===== src/hw/rtl/sukt_pkg.sv =====
// Shared types and constants for the sorted unique-key table.
`default_nettype none
package sukt_pkg;

  localparam int TABLE_DEPTH_DEF = 64;
  localparam int KEY_W = 32;
  localparam int HANDLE_W = 32;
  localparam int ENTRY_COUNT_W = 7;

  localparam logic [1:0] MODE_INSERT = 2'd0;
  localparam logic [1:0] MODE_FIND = 2'd1;
  localparam logic [1:0] MODE_REMOVE = 2'd2;

  localparam logic [1:0] STAT_DONE = 2'd0;
  localparam logic [1:0] STAT_DUP = 2'd1;
  localparam logic [1:0] STAT_MISSING = 2'd2;
  localparam logic [1:0] STAT_FULL = 2'd3;

  typedef enum logic {
    SEQ_IDLE,
    SEQ_EXEC
  } seq_state_t;

  typedef struct packed {
    logic [1:0] mode;
    logic signed [KEY_W-1:0] key;
    logic [HANDLE_W-1:0] record_handle;
  } item_t;

  typedef struct packed {
    logic [1:0] status;
    logic [HANDLE_W-1:0] found_handle;
    logic [ENTRY_COUNT_W-1:0] entry_count;
  } result_t;

  // Broadcast to every cell of the row.
  typedef struct packed {
    logic ins;
    logic rem;
    logic signed [KEY_W-1:0] key;
    logic [HANDLE_W-1:0] handle;
  } cell_cmd_t;

endpackage
`default_nettype wire


===== src/hw/rtl/sukt_cell.sv =====
// One table slot: holds a key and handle, compares, shifts with its neighbors.
`default_nettype none
module sukt_cell #(
  parameter int TABLE_DEPTH = sukt_pkg::TABLE_DEPTH_DEF,
  parameter int IDX = 0,
  localparam int CW = $clog2(TABLE_DEPTH + 1)
) (
  input  logic clk,
  input  logic [CW-1:0] count,
  input  sukt_pkg::cell_cmd_t cmd,
  input  logic left_lt,
  input  logic signed [sukt_pkg::KEY_W-1:0] left_key,
  input  logic [sukt_pkg::HANDLE_W-1:0] left_handle,
  input  logic signed [sukt_pkg::KEY_W-1:0] right_key,
  input  logic [sukt_pkg::HANDLE_W-1:0] right_handle,
  output logic signed [sukt_pkg::KEY_W-1:0] key,
  output logic [sukt_pkg::HANDLE_W-1:0] handle,
  output logic lt,
  output logic eq
);

  logic occupied;

  assign occupied = CW'(IDX) < count;
  assign lt = occupied && (key < cmd.key);
  assign eq = occupied && (key == cmd.key);

  always_ff @(posedge clk) begin
    if (cmd.ins && !lt) begin
      if (left_lt) begin
        key <= cmd.key;
        handle <= cmd.handle;
      end else begin
        key <= left_key;
        handle <= left_handle;
      end
    end else if (cmd.rem && !lt) begin
      key <= right_key;
      handle <= right_handle;
    end
  end

endmodule
`default_nettype wire


===== config.mk =====
export PLATFORM = sky130hd
export DESIGN_NAME = sukt_cell
export DESIGN_NICKNAME = d
export VERILOG_FILES = /design/src/hw/rtl/sukt_pkg.sv /design/src/hw/rtl/sukt_cell.sv
export SDC_FILE = /design/constraint.sdc
export NUM_CORES = 1
export LEC_CHECK = 0
export BUFFER_PORTS_ARGS = -buffer_cell sky130_fd_sc_hd__buf_2
export CORE_MARGIN = 1.5
export CORE_UTILIZATION = 44
export CTS_CLUSTER_SIZE = 28
export DETAILED_ROUTE_END_ITERATION = 10
export PLACE_DENSITY = 0.84
export SETUP_SLACK_MARGIN = 0.5
export SLEW_MARGIN = 20
export SYNTH_ARGS = -nofsm -noshare
export SYNTH_HDL_FRONTEND = slang
export SYNTH_SLANG_ARGS = --single-unit

===== constraint.sdc =====
create_clock -name clk -period 3.05 [get_ports clk]
set_input_delay 0.305 -clock clk [delete_from_list [all_inputs] [get_ports clk]]
set_output_delay 0.305 -clock clk [all_outputs]
set_load 0.1 [all_outputs]

==> run_results.csv <==
group,metric,value,unit
synthesis,ys_seq_elements,64,
global_route,grt_busiest_layer,"met2",
synthesis,async_flop_share,0,%
sta,finClkSkew,5.48,ps
synthesis,avgSynthCellArea,9.34,um^2
sta,fin_crit_sh,94.2,%
sta,hold_viol,0,
synthesis,syn_area,6050,um^2
synthesis,synthXorXnorAreaFrac,0,%
global_route,met2_usage,55.1,%
setup_path,cp.required,2740,ps
final_layout,final_util,70.3,%
global_route,gr-usage-met1,38.3,%
global_route,track_usage,31.7,%
power_and_ir_drop,peakVddDrop,0.759,mV
status,status,"finished clean",
synthesis,synth_edf_count,64,
cts,clkLatencyLatePin,330,ps
power_and_ir_drop,p_leak,0.00388,uW
final_layout,nets,1180,
cts,htreeDepth,3,
floorplan,num_rows,42,
setup_path,crit_path_top_delay_cell,"edfxtp_1",
drt,post-route-drc-count,0,
global_route,grt_pass1_vias,6606,
synthesis,synth_nets,883,
drt,drtPass1Iterations,5,
synthesis,synthCells,648,
synthesis,synthAdderAreaFrac,6.61,%
global_route,grt_max_degree,65,
setup_path,crit_buf_inv,1,
sta,fmax,348,MHz
run,maxCapViolCount,0,
sta,slew_violations,0,
synthesis,synth_flop_cell,"edfxtp_1",
drt,wl_per_cell,21.6,um
synthesis,ys_seq_area_share,31.7,%
setup_path,path_cells,"ha_4 > nand4_1 > or3_4 > o22ai_4 > nor2_4 > or3_4 > o21ai_4 > buf_12",
synthesis,yosys_warnings,0,
setup_path,cpMostUsedCell,"or3_4",
setup_path,critPathMaxStageDelay,430,ps
cts,ctsRootBufferMaster,"clkbuf_16",
floorplan,fp.dieH,120,um
global_route,grt_pass1_wl,35.6,mm
sta,max-slew-margin-rel,64.1,%
final_layout,fin_area,9390,um^2
floorplan,io_pins,269,
synthesis,synth-compound-area-share,13.0,%
placed_design,gp_congestion,0.843,
drt,ant_nets,0,
drt,routed_wirelength,24.3,mm
setup_path,cp_top_family,"simple AND/OR/NAND/NOR gates",
sta,fin_hold_ws,375,ps
global_route,globalRoute.totalOverflow,0,
synthesis,synth_top_cell_by_area,"edfxtp_1",
cts,cts_tree,"built",
cts,clkSinkCount,64,
placed_design,hpwl,14.3,mm
final_layout,syn2layout_area_growth,55.0,%
synthesis,synth_top_family_by_area,"simple AND/OR/NAND/NOR gates",
cts,cts_buffers,9,
setup_path,worstSetupPathType,"reg -> out",
synthesis,yosysTopAreaCellShare,31.7,%
worst_hold_path,hp-class,"in -> reg",
placed_design,placed_cell_area,7690,um^2
floorplan,die_w,120,um
sta,tightest_slew,542,ps
synthesis,synth.area.mux_share,11.9,%
synthesis,synth.top_cells.by_count,"nor2_1 (66), nor4_1 (66), edfxtp_1 (64), mux2_2 (64), or4_1 (64)",
power_and_ir_drop,powerDensity,1300,nW/um^2
floorplan,core-area,13300,um^2
setup_path,cp_max_fo,4,
setup_path,worstSetupStartpointType,"flop",
sta,rsz0062_at_grt,"yes",
drt,drt_iter0_drc,795,
synthesis,synth_area_leaders,"edfxtp_1 (32%), mux2_2 (12%), or4_1 (7.9%), nor4_1 (6.8%), ha_1 (6.6%)",
cts,clockBufferDepth,2,
drt,vias,6931,
setup_path,cp.arrival,2570,ps
final_layout,drive_gt1_share,56.3,%
synthesis,synthSimpleGateAreaFrac,28.8,%
sta,fin_crit,2870,ps
synthesis,synth_cell_types,40,
global_route,grt_use_met3,6.32,%
cts,hold_buffers,0,
global_route,antenna_found_initial,0,
sta,finalSetupViolCount,0,
drt,vias_per_cell,6.15,
placed_design,portBuffers,268,
setup_path,endpoint_kind,"output port",
floorplan,start_util,45.4,%
cts,clk_pin_slew,60,ps
floorplan,die_area,14500,um^2
tightest hold or removal path: stages:
cell	delay (ps)
buf_2	90
nor4_2	40
nor3_2	150
kinds of logic after synthesis:
kind of cell	after synthesis
AND/OR/NAND/NOR	291
adder cells (fa/ha/maj)	32
multiplexers	64
buffers and inverters	100
flip-flops	64
AO/OA/AOI/OAI	97
state kept, by name (all words and copies together) (netlist names):
signal and cells:
handle 32, key 32
cells in the final DEF, fill, tap and decap left out, types with 3 or more instances in the layout:
cell type / instances
a21oi_1: 12
buf_12: 17
buf_16: 17
buf_2: 266
buf_4: 35
buf_6: 12
buf_8: 4
clkbuf_16: 11
clkinv_1: 3
clkinv_2: 3
edfxtp_1: 64
ha_1: 22
ha_4: 10
inv_1: 32
mux2_2: 64
nand2_1: 7
nand3_1: 3
nand4_1: 6
nor2_1: 65
nor3_1: 44
nor3_2: 22
nor4_1: 48
nor4_2: 12
nor4_4: 6
o21a_1: 4
o21ai_4: 3
o31ai_1: 44
o31ai_2: 19
o31ai_4: 3
or4_1: 53
or4_4: 12
layout make-up:
| type | count | area (um^2) |
|---|---|---|
| Tap cell | 176 | 220 |
| Clock inverter | 6 | 26.3 |
| Clock buffer | 10 | 229 |
| Fill cell | 987 | 3960 |
| Multi-Input combinational cell | 484 | 4190 |
| Antenna cell | 1 | 2.50 |
| Sequential cell | 64 | 1920 |
| Inverter | 32 | 120 |
| Timing Repair Buffer | 354 | 2680 |
report_power, final:
part	internal, uW	switching (uW)	leakage, uW
Clock	538	398	0.000129
Sequential	1710	226	0.000612
Combinational	3060	6250	0.00313
Total	5310	6870	0.00388
metal layers:
layer / part of all wire (%) / wire [um]
met1: 38 / 9160
met2: 50 / 12100
met3: 8.9 / 2170
met4: 3.5 / 843
met5: 0 / 0
metrics by stage:
| stage | setup TNS [ps] | cells | worst slack, ps | total power, uW |
|---|---|---|---|---|
| after floorplan | -23400 | 648 | -348 | 7590 |
| after global placement | 0 | 1049 | 100 | 8840 |
| after CTS | 0 | 1117 | 205 | 11700 |
| after detailed placement | 0 | 1049 | 81.2 | 8950 |
| final | 0 | 1127 | 178 | 12200 |
| after global routing | 0 | 1126 | 105 | 12600 |
what timing repair did:
action | in CTS | in global routing
buffers inserted | 35 | 7
pin swaps | 18 | 22
gates cloned | 17 | 2
gates resized for setup | 69 | 40
setup endpoints to repair | 130 | 130
final timing paths:
check,endpoint,cells after the start,from,slack (ps)
setup / recovery,lt,8,key[22],180
hold / removal,handle[25],3,right_handle[25],380
setup reg to reg,handle[17],11,key[22],180
hold reg to reg,key[11],5,key[31],1340
No activity file was read; power rests on OpenSTA's default activity.
